[src/rtl/bdtc_pkg.sv]
// Shared types, constants and helper functions for the BCD date-time converter.
// Used by the controller, the datapath and the top level; depends on nothing.
package bdtc_pkg;

  localparam logic [31:0] SECS_PER_DAY  = 32'd86400;
  localparam logic [31:0] SECS_PER_HOUR = 32'd3600;
  localparam logic [31:0] SECS_PER_MIN  = 32'd60;
  localparam logic [31:0] DAYS_PER_WEEK = 32'd7;

  localparam logic [15:0] DAYS_LIMIT    = 16'd36525;  // 2100-01-01
  localparam logic [15:0] DAYS_PER_QUAD = 16'd1461;   // leap year plus three common years
  localparam logic [15:0] WDAY_BASE     = 16'd6;      // 2000-01-01 fell on a Saturday

  // Reciprocals for division by constants: floor(a / d) = (a * M) >> k, exact for
  // every operand of the width noted; the power-of-two part of d is dropped first.
  localparam logic [25:0] RECIP_DAY  = 26'd50903317;  // d = 675, 25-bit a, k = 35
  localparam logic [13:0] RECIP_HOUR = 14'd9321;      // d = 225, 13-bit a, k = 21
  localparam logic [10:0] RECIP_MIN  = 11'd1093;      // d = 15, 10-bit a, k = 14
  localparam logic [16:0] RECIP_WDAY = 17'd74899;     // d = 7, 16-bit a, k = 19

  typedef enum logic [4:0] {
    ST_IDLE,
    ST_ENC_DAYS,
    ST_ENC_MUL,
    ST_ENC_SUM,
    ST_DIV_DAY,
    ST_REM_DAY,
    ST_DIV_HOUR,
    ST_REM_HOUR,
    ST_DIV_MIN,
    ST_REM_MIN,
    ST_DIV_WDAY,
    ST_YEAR_INIT,
    ST_YEAR4,
    ST_YEAR1,
    ST_MONTH,
    ST_FINISH
  } bdtc_state_t;

  typedef enum logic [4:0] {
    OP_NONE,
    OP_CAPTURE,
    OP_ENC_DAYS,
    OP_ENC_MUL,
    OP_ENC_SUM,
    OP_DIV_DAY,
    OP_REM_DAY,
    OP_DIV_HOUR,
    OP_REM_HOUR,
    OP_DIV_MIN,
    OP_REM_MIN,
    OP_DIV_WDAY,
    OP_YEAR_INIT,
    OP_YEAR4,
    OP_YEAR1,
    OP_MONTH,
    OP_FINISH
  } bdtc_op_t;

  typedef struct packed {
    bdtc_op_t op;
  } bdtc_cmd_t;

  typedef struct packed {
    logic year4_go;
    logic year1_go;
    logic month_go;
  } bdtc_status_t;

  function automatic logic [7:0] bcd_dec(input logic [7:0] b);
    return 8'(b[7:4]) * 8'd10 + 8'(b[3:0]);
  endfunction

  // Two-digit BCD of a value below 100; tens come from x*205 >> 11.
  function automatic logic [7:0] bin_to_bcd(input logic [6:0] v);
    logic [14:0] p;
    logic [3:0]  tens;
    logic [6:0]  ones;
    p    = 15'(v) * 15'd205;
    tens = p[14:11];
    ones = v - 7'(tens) * 7'd10;
    return {tens, ones[3:0]};
  endfunction

  function automatic logic [4:0] month_days(input logic leap, input logic [3:0] m);
    logic [4:0] d;
    case (m)
      4'd1:    d = leap ? 5'd29 : 5'd28;
      4'd3:    d = 5'd30;
      4'd5:    d = 5'd30;
      4'd8:    d = 5'd30;
      4'd10:   d = 5'd30;
      default: d = 5'd31;
    endcase
    return d;
  endfunction

  // Days before the first of a month (1..12) in a common year.
  function automatic logic [8:0] cum_days(input logic [7:0] mon);
    logic [8:0] d;
    case (mon)
      8'd2:    d = 9'd31;
      8'd3:    d = 9'd59;
      8'd4:    d = 9'd90;
      8'd5:    d = 9'd120;
      8'd6:    d = 9'd151;
      8'd7:    d = 9'd181;
      8'd8:    d = 9'd212;
      8'd9:    d = 9'd243;
      8'd10:   d = 9'd273;
      8'd11:   d = 9'd304;
      8'd12:   d = 9'd334;
      default: d = 9'd0;
    endcase
    return d;
  endfunction

endpackage

[src/rtl/bcd_datetime_timestamp_converter.sv]
// Converts between BCD real-time-clock date-time and seconds since 2000-01-01.
// Top level: joins bdtc_ctrl and bdtc_dp; uses bdtc_pkg.
//
// Usage:
//   Input channel (in_valid / in_stall): one request per handshake. in_req_type 0
//   turns the BCD bytes into a timestamp, 1 turns in_stamp_in into BCD fields and
//   a weekday. Result channel (out_valid / out_stall): one result per request.
//   A request is taken only while the block is idle; in_stall is high from the
//   cycle after acceptance until the result has been loaded into the output
//   register. A waiting result does not block the next request.
//   Order of work, acceptance to out_valid: for req_type 0, the encode steps and the
//   result load. For req_type 1, reciprocal-multiply quotients and remainders (days,
//   hours, minutes, weekday), a step to start the calendar walk, then one step at a
//   time: at most 24 four-year steps, 3 single years and 11 months in range (25
//   four-year steps and 11 months past 2099), a step to leave each of those loops
//   and the result load. The block works on one request at a time.
//   If out_stall holds a previous result, the finished request waits in place.
//   Reset (rst_n low, synchronous) returns to idle and drops any pending result.
module bcd_datetime_timestamp_converter (
  input  logic        clk,
  input  logic        rst_n,
  input  logic        in_valid,
  output logic        in_stall,
  input  logic        in_req_type,
  input  logic [31:0] in_stamp_in,
  input  logic [7:0]  in_sec_in,
  input  logic [7:0]  in_min_in,
  input  logic [7:0]  in_hour_in,
  input  logic [7:0]  in_day_in,
  input  logic [7:0]  in_month_in,
  input  logic [7:0]  in_year_in,
  output logic        out_valid,
  input  logic        out_stall,
  output logic [31:0] out_stamp_out,
  output logic [6:0]  out_sec_out,
  output logic [6:0]  out_min_out,
  output logic [5:0]  out_hour_out,
  output logic [5:0]  out_day_out,
  output logic [4:0]  out_month_out,
  output logic [7:0]  out_year_out,
  output logic [2:0]  out_weekday_out,
  output logic        out_out_of_range
);
  import bdtc_pkg::*;

  bdtc_cmd_t    cmd;
  bdtc_status_t status;

  bdtc_ctrl u_ctrl (
    .clk         (clk),
    .rst_n       (rst_n),
    .in_valid    (in_valid),
    .in_req_type (in_req_type),
    .in_stall    (in_stall),
    .out_valid   (out_valid),
    .out_stall   (out_stall),
    .status      (status),
    .cmd         (cmd)
  );

  bdtc_dp u_dp (
    .clk              (clk),
    .cmd              (cmd),
    .status           (status),
    .in_req_type      (in_req_type),
    .in_stamp_in      (in_stamp_in),
    .in_sec_in        (in_sec_in),
    .in_min_in        (in_min_in),
    .in_hour_in       (in_hour_in),
    .in_day_in        (in_day_in),
    .in_month_in      (in_month_in),
    .in_year_in       (in_year_in),
    .out_stamp_out    (out_stamp_out),
    .out_sec_out      (out_sec_out),
    .out_min_out      (out_min_out),
    .out_hour_out     (out_hour_out),
    .out_day_out      (out_day_out),
    .out_month_out    (out_month_out),
    .out_year_out     (out_year_out),
    .out_weekday_out  (out_weekday_out),
    .out_out_of_range (out_out_of_range)
  );

`ifndef NO_ASSERTIONS
  // a request, once taken, raises in_stall in the next cycle
  a_busy_after_accept: assert property (@(posedge clk) disable iff (!rst_n)
    (in_valid && !in_stall) |=> in_stall)
    else $error("request accepted while previous one in progress");

  // a new result only comes out of a busy phase
  a_result_after_busy: assert property (@(posedge clk) disable iff (!rst_n)
    $rose(out_valid) |-> $past(in_stall))
    else $error("result appeared without a request in progress");

  // rejected requests carry zero stamp, year and weekday fields
  a_reject_zero: assert property (@(posedge clk) disable iff (!rst_n)
    (out_valid && out_out_of_range) |->
      (out_stamp_out == 32'd0) && (out_year_out == 8'd0) && (out_weekday_out == 3'd0))
    else $error("out-of-range result with nonzero fields");

  a_weekday_range: assert property (@(posedge clk) disable iff (!rst_n)
    out_valid |-> (out_weekday_out <= 3'd6))
    else $error("weekday beyond Saturday");
`endif

endmodule

[src/rtl/bdtc_ctrl.sv]
// Sequencer for the BCD date-time converter: handshakes and phase order.
// Drives the datapath through bdtc_cmd_t and reads bdtc_status_t; uses bdtc_pkg.
module bdtc_ctrl (
  input  logic                  clk,
  input  logic                  rst_n,
  input  logic                  in_valid,
  input  logic                  in_req_type,
  output logic                  in_stall,
  output logic                  out_valid,
  input  logic                  out_stall,
  input  bdtc_pkg::bdtc_status_t status,
  output bdtc_pkg::bdtc_cmd_t   cmd
);
  import bdtc_pkg::*;

  bdtc_state_t       state_r, state_nxt;
  logic              out_valid_r, out_valid_nxt;

  always_ff @(posedge clk) begin
    if (!rst_n) begin
      state_r     <= ST_IDLE;
      out_valid_r <= 1'b0;
    end else begin
      state_r     <= state_nxt;
      out_valid_r <= out_valid_nxt;
    end
  end

  always_comb begin
    state_nxt     = state_r;
    out_valid_nxt = out_valid_r && out_stall;
    cmd.op        = OP_NONE;
    in_stall      = (state_r != ST_IDLE) || !rst_n;

    case (state_r)
      ST_IDLE: begin
        if (in_valid && rst_n) begin
          cmd.op = OP_CAPTURE;
          if (in_req_type) begin
            state_nxt = ST_DIV_DAY;
          end else begin
            state_nxt = ST_ENC_DAYS;
          end
        end
      end
      ST_ENC_DAYS: begin
        cmd.op    = OP_ENC_DAYS;
        state_nxt = ST_ENC_MUL;
      end
      ST_ENC_MUL: begin
        cmd.op    = OP_ENC_MUL;
        state_nxt = ST_ENC_SUM;
      end
      ST_ENC_SUM: begin
        cmd.op    = OP_ENC_SUM;
        state_nxt = ST_FINISH;
      end
      ST_DIV_DAY: begin
        cmd.op    = OP_DIV_DAY;
        state_nxt = ST_REM_DAY;
      end
      ST_REM_DAY: begin
        cmd.op    = OP_REM_DAY;
        state_nxt = ST_DIV_HOUR;
      end
      ST_DIV_HOUR: begin
        cmd.op    = OP_DIV_HOUR;
        state_nxt = ST_REM_HOUR;
      end
      ST_REM_HOUR: begin
        cmd.op    = OP_REM_HOUR;
        state_nxt = ST_DIV_MIN;
      end
      ST_DIV_MIN: begin
        cmd.op    = OP_DIV_MIN;
        state_nxt = ST_REM_MIN;
      end
      ST_REM_MIN: begin
        cmd.op    = OP_REM_MIN;
        state_nxt = ST_DIV_WDAY;
      end
      ST_DIV_WDAY: begin
        cmd.op    = OP_DIV_WDAY;
        state_nxt = ST_YEAR_INIT;
      end
      ST_YEAR_INIT: begin
        cmd.op    = OP_YEAR_INIT;
        state_nxt = ST_YEAR4;
      end
      ST_YEAR4: begin
        if (status.year4_go) cmd.op = OP_YEAR4;
        else state_nxt = ST_YEAR1;
      end
      ST_YEAR1: begin
        if (status.year1_go) cmd.op = OP_YEAR1;
        else state_nxt = ST_MONTH;
      end
      ST_MONTH: begin
        if (status.month_go) cmd.op = OP_MONTH;
        else state_nxt = ST_FINISH;
      end
      ST_FINISH: begin
        // hold until the output register is free or drains this cycle
        if (!out_valid_r || !out_stall) begin
          cmd.op        = OP_FINISH;
          out_valid_nxt = 1'b1;
          state_nxt     = ST_IDLE;
        end
      end
      default: begin
        state_nxt = ST_IDLE;
      end
    endcase
  end

  assign out_valid = out_valid_r;

endmodule

[src/rtl/bdtc_dp.sv]
// Datapath of the BCD date-time converter: captured request, reciprocal-multiply
// division by constants, year/month walk and output registers. Uses bdtc_pkg.
module bdtc_dp (
  input  logic                   clk,
  input  bdtc_pkg::bdtc_cmd_t    cmd,
  output bdtc_pkg::bdtc_status_t status,
  input  logic                   in_req_type,
  input  logic [31:0]            in_stamp_in,
  input  logic [7:0]             in_sec_in,
  input  logic [7:0]             in_min_in,
  input  logic [7:0]             in_hour_in,
  input  logic [7:0]             in_day_in,
  input  logic [7:0]             in_month_in,
  input  logic [7:0]             in_year_in,
  output logic [31:0]            out_stamp_out,
  output logic [6:0]             out_sec_out,
  output logic [6:0]             out_min_out,
  output logic [5:0]             out_hour_out,
  output logic [5:0]             out_day_out,
  output logic [4:0]             out_month_out,
  output logic [7:0]             out_year_out,
  output logic [2:0]             out_weekday_out,
  output logic                   out_out_of_range
);
  import bdtc_pkg::*;

  // request
  logic        req_r;
  logic [7:0]  sec_b_r, min_b_r, hour_b_r, day_b_r, mon_b_r, year_b_r;

  // working registers
  logic [31:0] num_r;
  logic [12:0] quo_r;
  logic [15:0] days_r;
  logic [19:0] tpart_r;
  logic [32:0] prod_r;
  logic [4:0]  hour_r;
  logic [5:0]  min_r, sec_r;
  logic [2:0]  wday_r;
  logic [15:0] left_r;
  logic [6:0]  y_r;
  logic [3:0]  m_r;

  // output registers
  logic [31:0] stamp_o_r;
  logic [6:0]  sec_o_r, min_o_r;
  logic [5:0]  hour_o_r, day_o_r;
  logic [4:0]  month_o_r;
  logic [7:0]  year_o_r;
  logic [2:0]  wday_o_r;
  logic        oor_o_r;

  logic [7:0]  sec_d, min_d, hour_d, day_d, mon_d, yr_d;
  logic        enc_bad, dec_bad, bad;
  logic        leap_adj;
  logic [16:0] enc_days;
  logic [19:0] enc_tpart;
  logic [33:0] enc_sum;
  logic [50:0] day_prod;
  logic [25:0] hr_prod;
  logic [19:0] mn_prod;
  logic [31:0] wk_prod;
  logic [8:0]  ylen;
  logic [4:0]  mlen;
  logic [7:0]  sec_bcd, min_bcd, hour_bcd, day_bcd, mon_bcd, year_bcd;

  always_comb begin
    sec_d    = bcd_dec(sec_b_r);
    min_d    = bcd_dec(min_b_r);
    hour_d   = bcd_dec(hour_b_r);
    day_d    = bcd_dec(day_b_r);
    mon_d    = bcd_dec(mon_b_r);
    yr_d     = bcd_dec(year_b_r);
    enc_bad  = (mon_d == 8'd0) || (mon_d > 8'd12) || (day_d == 8'd0);
    dec_bad  = (days_r >= DAYS_LIMIT);
    bad      = req_r ? dec_bad : enc_bad;
    leap_adj = (yr_d[1:0] == 2'b00) && (mon_d > 8'd2);

    enc_days = 17'(yr_d) * 17'd365 + 17'((9'(yr_d) + 9'd3) >> 2)
             + 17'(cum_days(mon_d)) + 17'(leap_adj) + 17'(day_d) - 17'd1;
    enc_tpart = 20'(hour_d) * 20'(SECS_PER_HOUR) + 20'(min_d) * 20'(SECS_PER_MIN)
              + 20'(sec_d);
    enc_sum  = 34'(prod_r) + 34'(tpart_r);

    // quotients: stamp / 86400, rem / 3600, rem / 60, (days + 6) / 7
    day_prod = 51'(num_r[31:7]) * 51'(RECIP_DAY);
    hr_prod  = 26'(num_r[16:4]) * 26'(RECIP_HOUR);
    mn_prod  = 20'(num_r[11:2]) * 20'(RECIP_MIN);
    wk_prod  = 32'(num_r[15:0]) * 32'(RECIP_WDAY);

    ylen     = (y_r[1:0] == 2'b00) ? 9'd366 : 9'd365;
    mlen     = month_days(y_r[1:0] == 2'b00, m_r);

    status.year4_go = (y_r <= 7'd96) && (left_r >= DAYS_PER_QUAD);
    status.year1_go = (y_r < 7'd100) && (left_r >= 16'(ylen));
    status.month_go = (m_r < 4'd11) && (left_r >= 16'(mlen));

    sec_bcd  = bin_to_bcd(7'(sec_r));
    min_bcd  = bin_to_bcd(7'(min_r));
    hour_bcd = bin_to_bcd(7'(hour_r));
    day_bcd  = bin_to_bcd(7'(left_r + 16'd1));
    mon_bcd  = bin_to_bcd(7'(m_r) + 7'd1);
    year_bcd = bin_to_bcd(y_r);
  end

  always_ff @(posedge clk) begin
    case (cmd.op)
      OP_CAPTURE: begin
        req_r    <= in_req_type;
        sec_b_r  <= in_sec_in;
        min_b_r  <= in_min_in;
        hour_b_r <= in_hour_in;
        day_b_r  <= in_day_in;
        mon_b_r  <= in_month_in;
        year_b_r <= in_year_in;
        num_r    <= in_stamp_in;
      end
      OP_ENC_DAYS: begin
        days_r  <= enc_days[15:0];
        tpart_r <= enc_tpart;
      end
      OP_ENC_MUL: begin
        prod_r <= 33'(days_r) * 33'(SECS_PER_DAY);
      end
      OP_ENC_SUM: begin
        // saturate a sum past 32 bits
        num_r <= (enc_sum[33:32] != 2'b00) ? '1 : enc_sum[31:0];
      end
      OP_DIV_DAY: begin
        days_r <= day_prod[50:35];
      end
      OP_REM_DAY: begin
        num_r <= num_r - 32'(days_r) * SECS_PER_DAY;
      end
      OP_DIV_HOUR: begin
        hour_r <= hr_prod[25:21];
      end
      OP_REM_HOUR: begin
        num_r <= num_r - 32'(hour_r) * SECS_PER_HOUR;
      end
      OP_DIV_MIN: begin
        min_r <= mn_prod[19:14];
      end
      OP_REM_MIN: begin
        sec_r <= 6'(num_r - 32'(min_r) * SECS_PER_MIN);
        num_r <= 32'(days_r) + 32'(WDAY_BASE);
      end
      OP_DIV_WDAY: begin
        quo_r <= wk_prod[31:19];
      end
      OP_YEAR_INIT: begin
        wday_r <= 3'(num_r - 32'(quo_r) * DAYS_PER_WEEK);
        left_r <= days_r;
        y_r    <= '0;
        m_r    <= '0;
      end
      OP_YEAR4: begin
        left_r <= left_r - DAYS_PER_QUAD;
        y_r    <= y_r + 7'd4;
      end
      OP_YEAR1: begin
        left_r <= left_r - 16'(ylen);
        y_r    <= y_r + 7'd1;
      end
      OP_MONTH: begin
        left_r <= left_r - 16'(mlen);
        m_r    <= m_r + 4'd1;
      end
      OP_FINISH: begin
        oor_o_r <= bad;
        if (bad || req_r) stamp_o_r <= '0;
        else stamp_o_r <= num_r;
        if (bad || !req_r) begin
          sec_o_r   <= '0;
          min_o_r   <= '0;
          hour_o_r  <= '0;
          day_o_r   <= '0;
          month_o_r <= '0;
          year_o_r  <= '0;
          wday_o_r  <= '0;
        end else begin
          sec_o_r   <= sec_bcd[6:0];
          min_o_r   <= min_bcd[6:0];
          hour_o_r  <= hour_bcd[5:0];
          day_o_r   <= day_bcd[5:0];
          month_o_r <= mon_bcd[4:0];
          year_o_r  <= year_bcd;
          wday_o_r  <= wday_r;
        end
      end
      default: begin
      end
    endcase
  end

  assign out_stamp_out    = stamp_o_r;
  assign out_sec_out      = sec_o_r;
  assign out_min_out      = min_o_r;
  assign out_hour_out     = hour_o_r;
  assign out_day_out      = day_o_r;
  assign out_month_out    = month_o_r;
  assign out_year_out     = year_o_r;
  assign out_weekday_out  = wday_o_r;
  assign out_out_of_range = oor_o_r;

endmodule

[config.mk]
export PLATFORM = sky130hd
export DESIGN_NAME = bcd_datetime_timestamp_converter
export DESIGN_NICKNAME = d
export VERILOG_FILES = /design/src/rtl/bdtc_pkg.sv /design/src/rtl/bcd_datetime_timestamp_converter.sv /design/src/rtl/bdtc_ctrl.sv /design/src/rtl/bdtc_dp.sv
export SDC_FILE = /design/constraint.sdc
export NUM_CORES = 2
export LEC_CHECK = 0
export ABC_AREA = 1
export BUFFER_PORTS_ARGS = -buffer_cell sky130_fd_sc_hd__clkbuf_2
export CAP_MARGIN = 20
export CORE_AREA = 2 2 338 340
export DETAILED_ROUTE_END_ITERATION = 8
export DIE_AREA = 0 0 340 342
export PLACE_DENSITY = 0.56
export SKIP_CTS_REPAIR_TIMING = 1
export SLEW_MARGIN = 20
export SYNTH_ARGS = -nofsm -noshare
export SYNTH_HDL_FRONTEND = slang
export SYNTH_SLANG_ARGS = --single-unit
[constraint.sdc]
create_clock -name clk -period 6.3 [get_ports clk]
set_input_delay 0.63 -clock clk [delete_from_list [all_inputs] [get_ports clk]]
set_output_delay 0.63 -clock clk [all_outputs]
set_load 0.01 [all_outputs]
==> run_results.csv <==
group,metric,value,unit
detailed_routing,drc,0,
synthesis,synth-compound-area-share,8.39,%
detailed_routing,drt_iter0_drc,1767,
sta,tightest_slew,1.20,ns
floorplanning,start_util,39.6,%
floorplanning,fp.dieW,340,µm
critical_path,start_kind,"register",
floorplanning,die_area,116000,µm²
final_layout,utilization,45.0,%
global_route,grt_overflow,0,
final_layout,nets,6862,
run,cap_violations,0,
place,port_buffers,161,
clock_network,clock_tree.root_cell,"clkbuf_16",
synthesis,synth-main-ff-cell,"edfxtp_1",
clock_network,cts.htree.levels,2,
synthesis,avgSynthCellArea,8.99,µm²
sta,finalHoldViolCount,0,
final_layout,drive_gt1_share,12.4,%
clock_network,cts_tree,"yes",
place,globalplace.congestion,0.952,
detailed_routing,wl_per_cell,18.1,µm
critical_path,r2r_cells,25,
place,dp_hpwl,108000,µm
global_route,track_usage,21.5,%
global_route,antenna_found_initial,1,
synthesis,synthXorXnorAreaFrac,4.65,%
synthesis,synthCells,4978,
floorplanning,ios,162,
global_route,grt_pass1_wl,194000,µm
detailed_routing,viasPerCell,4.96,
synthesis,syn_nets,6480,
hold_path,hold_depth,1,
sta,fin_tns_setup,0,ns
critical_path,end_kind,"register",
critical_path,cp_data_required_time,6.63,ns
synthesis,synthAdderAreaFrac,46.8,%
synthesis,syn_area,44700,µm²
sta,final_max_slew_viol_count,0,
synthesis,ys_seq_area_share,18.2,%
final_layout,antennaDiodeCount,0,
sta,finalSetupViolations,0,
sta,skew,0.0409,ns
final_layout,areaGrowthSynthToFinish,13.8,%
synthesis,synth-async-reset-ratio,0,%
synthesis,synth_edf_count,268,
place,place_ws,-0.122,ns
global_route,grt_max_degree,60,
sta,fmax,0.164,GHz
sta,fin_crit,6.10,ns
clock_network,clock_sinks,273,
detailed_routing,drt_first_pass_iters,7,
critical_path,arrival,6.43,ns
floorplanning,design.core.area,113000,µm²
clock_network,insertion_delay,0.61,ns
synthesis,synth_top_family_by_area,"adder cells",
hold_path,hold_class,"in2reg",
critical_path,path_max_fanout,5,
sta,relSlewSlack,19.3,%
detailed_routing,vias,34200,
synthesis,synth_simple_gate_area_share,12.5,%
synthesis,ys_warn_count,0,
clock_network,clk_transition_reported_paths,0.06,ns
synthesis,ys_types,65,
sta,setup_slack,0.199,ns
clock_network,cts_buffers,38,
status,status,"finished, final reports clean",
detailed_routing,wl,125000,µm
critical_path,crit_type,"reg2reg",
sta,period_share,96.8,%
detailed_routing,ant_nets,0,
floorplanning,die_y,342,µm
global_route,grt_pass1_vias,34400,
floorplanning,rows,124,
clock_network,cts_max_path_buffers,3,
synthesis,yosys-mux-area-fraction,0,%
synthesis,synth_seq_cells,273,
[flip-flops by register name, indices dropped and copies added, names as in the netlist, 6 cells and up]
name / cells
u_dp.out_min_out: 7
u_dp.mon_b_r: 8
u_dp.num_r: 32
u_dp.hour_b_r: 8
u_dp.out_hour_out: 6
u_dp.y_r: 7
u_dp.min_r: 6
u_dp.tpart_r: 20
u_dp.days_r: 16
u_dp.prod_r: 26
u_dp.out_stamp_out: 32
u_dp.day_b_r: 8
u_dp.min_b_r: 8
u_dp.out_year_out: 8
u_dp.sec_r: 6
u_dp.left_r: 16
u_dp.out_day_out: 6
u_dp.out_sec_out: 7
u_dp.year_b_r: 8
u_dp.sec_b_r: 8
[cell usage after synthesis (all sizes together) (7+ instances only)]
| cell type | instances | area share (%) |
|---|---|---|
| a211oi | 7 | 0.13 |
| a21boi | 11 | 0.20 |
| a21o | 26 | 0.44 |
| a21oi | 286 | 3.2 |
| a31oi | 22 | 0.31 |
| buf | 17 | 0.27 |
| clkbuf | 17 | 0.14 |
| edfxtp | 268 | 18 |
| fa | 425 | 19 |
| ha | 992 | 28 |
| inv | 1080 | 9.1 |
| nand2 | 594 | 5.1 |
| nand3 | 178 | 2.0 |
| nand3b | 12 | 0.20 |
| nand4 | 56 | 0.78 |
| nor2 | 325 | 2.8 |
| nor3 | 43 | 0.52 |
| nor4 | 19 | 0.30 |
| o2111ai | 12 | 0.23 |
| o211ai | 21 | 0.35 |
| o21ai | 198 | 2.2 |
| o21bai | 21 | 0.35 |
| o22ai | 12 | 0.17 |
| o31ai | 13 | 0.27 |
| or2 | 53 | 0.74 |
| xnor2 | 75 | 1.5 |
| xor2 | 159 | 3.1 |
[per-layer routing]
metal | vias up | GRT usage (%) | part of all wire, %
met1 | 16300 | 29.2 | 46
met5 | - | 0 | 0
met4 | 0 | 7.64 | 3.8
li1 | 17100 | - | -
met3 | 176 | 3.46 | 4.8
met2 | 681 | 34.8 | 45
[path summary, 6_finish.rpt]
check / from / to / slack [ns]
min reg2reg: u_dp.sec_b_r[0]$_DFFE_PP_ / u_dp.tpart_r[0]$_DFFE_PP_ / 0.45
max reg2reg: u_dp.num_r[25]$_DFFE_PP_ / u_dp.days_r[10]$_DFFE_PP_ / 0.20
max: u_dp.num_r[25]$_DFFE_PP_ / u_dp.days_r[10]$_DFFE_PP_ / 0.20
min: in_year_in[5] / u_dp.year_b_r[5]$_DFFE_PP_ / 0.19
[critical path, cell delays in order, from the launching register on]
cell and delay, ns:
edfxtp_1 0.49, fa_1 0.51, ha_1 0.28, inv_1 0.04
fa_1 0.50, inv_1 0.07, fa_1 0.56, fa_1 0.45
fa_1 0.55, inv_1 0.05, fa_2 0.58, inv_1 0.08
ha_4 0.29, nand2_2 0.07, nor2_2 0.12, inv_2 0.07
nor2_4 0.12, inv_2 0.06, nor4_4 0.28, nand3_1 0.15
nand3_2 0.13, nand2_2 0.07, nand2_2 0.08, a21oi_1 0.06
o21ai_1 0.10, nand2_1 0.06
[layout make-up]
class / instances / area, µm²
flip-flops and latches: 273 / 8150
inverters: 1082 / 4060
clock inverters: 24 / 377
multi-input cells: 3589 / 33000
clock buffers: 44 / 995
repair buffers: 376 / 2460
well taps: 1512 / 1890
fillers: 11000 / 62200
[cells by family after synthesis]
group	count (synthesis)
AO/OA/AOI/OAI	653
buffers and inverters	1116
AND/OR/NAND/NOR	1284
flip-flops	273
adder cells (fa/ha/maj)	1417
XOR/XNOR	235
[metrics by stage]
stage / hold slack [ns] / cells / cell area, µm²
6_report: 0.193 / 6900 / 50900
5_1_grt: 0.159 / 6900 / 50900
4_1_cts: 0.145 / 6871 / 50100
3_5_place_dp: 0.443 / 6803 / 48700
3_3_place_gp: 0.409 / 6803 / 48700
2_1_floorplan: 0.400 / 4978 / 44700
[placed cells by master (no fill, tap or decap), drive strengths merged, types with 13 or more instances in the layout]
cell type     n
edfxtp      268
a31oi        22
ha          992
buf         215
xor2        159
nor4         19
nand4        56
fa          425
inv        1084
nand3       178
nor2        325
o211ai       21
nand2       594
or2          53
o21ai       198
nor3         43
o21bai       21
xnor2        75
a21oi       286
o31ai        13
a21o         26
clkbuf      205
Power is not shown: default switching activity piles up to over one toggle a cycle in this logic, so the estimate is an artifact.
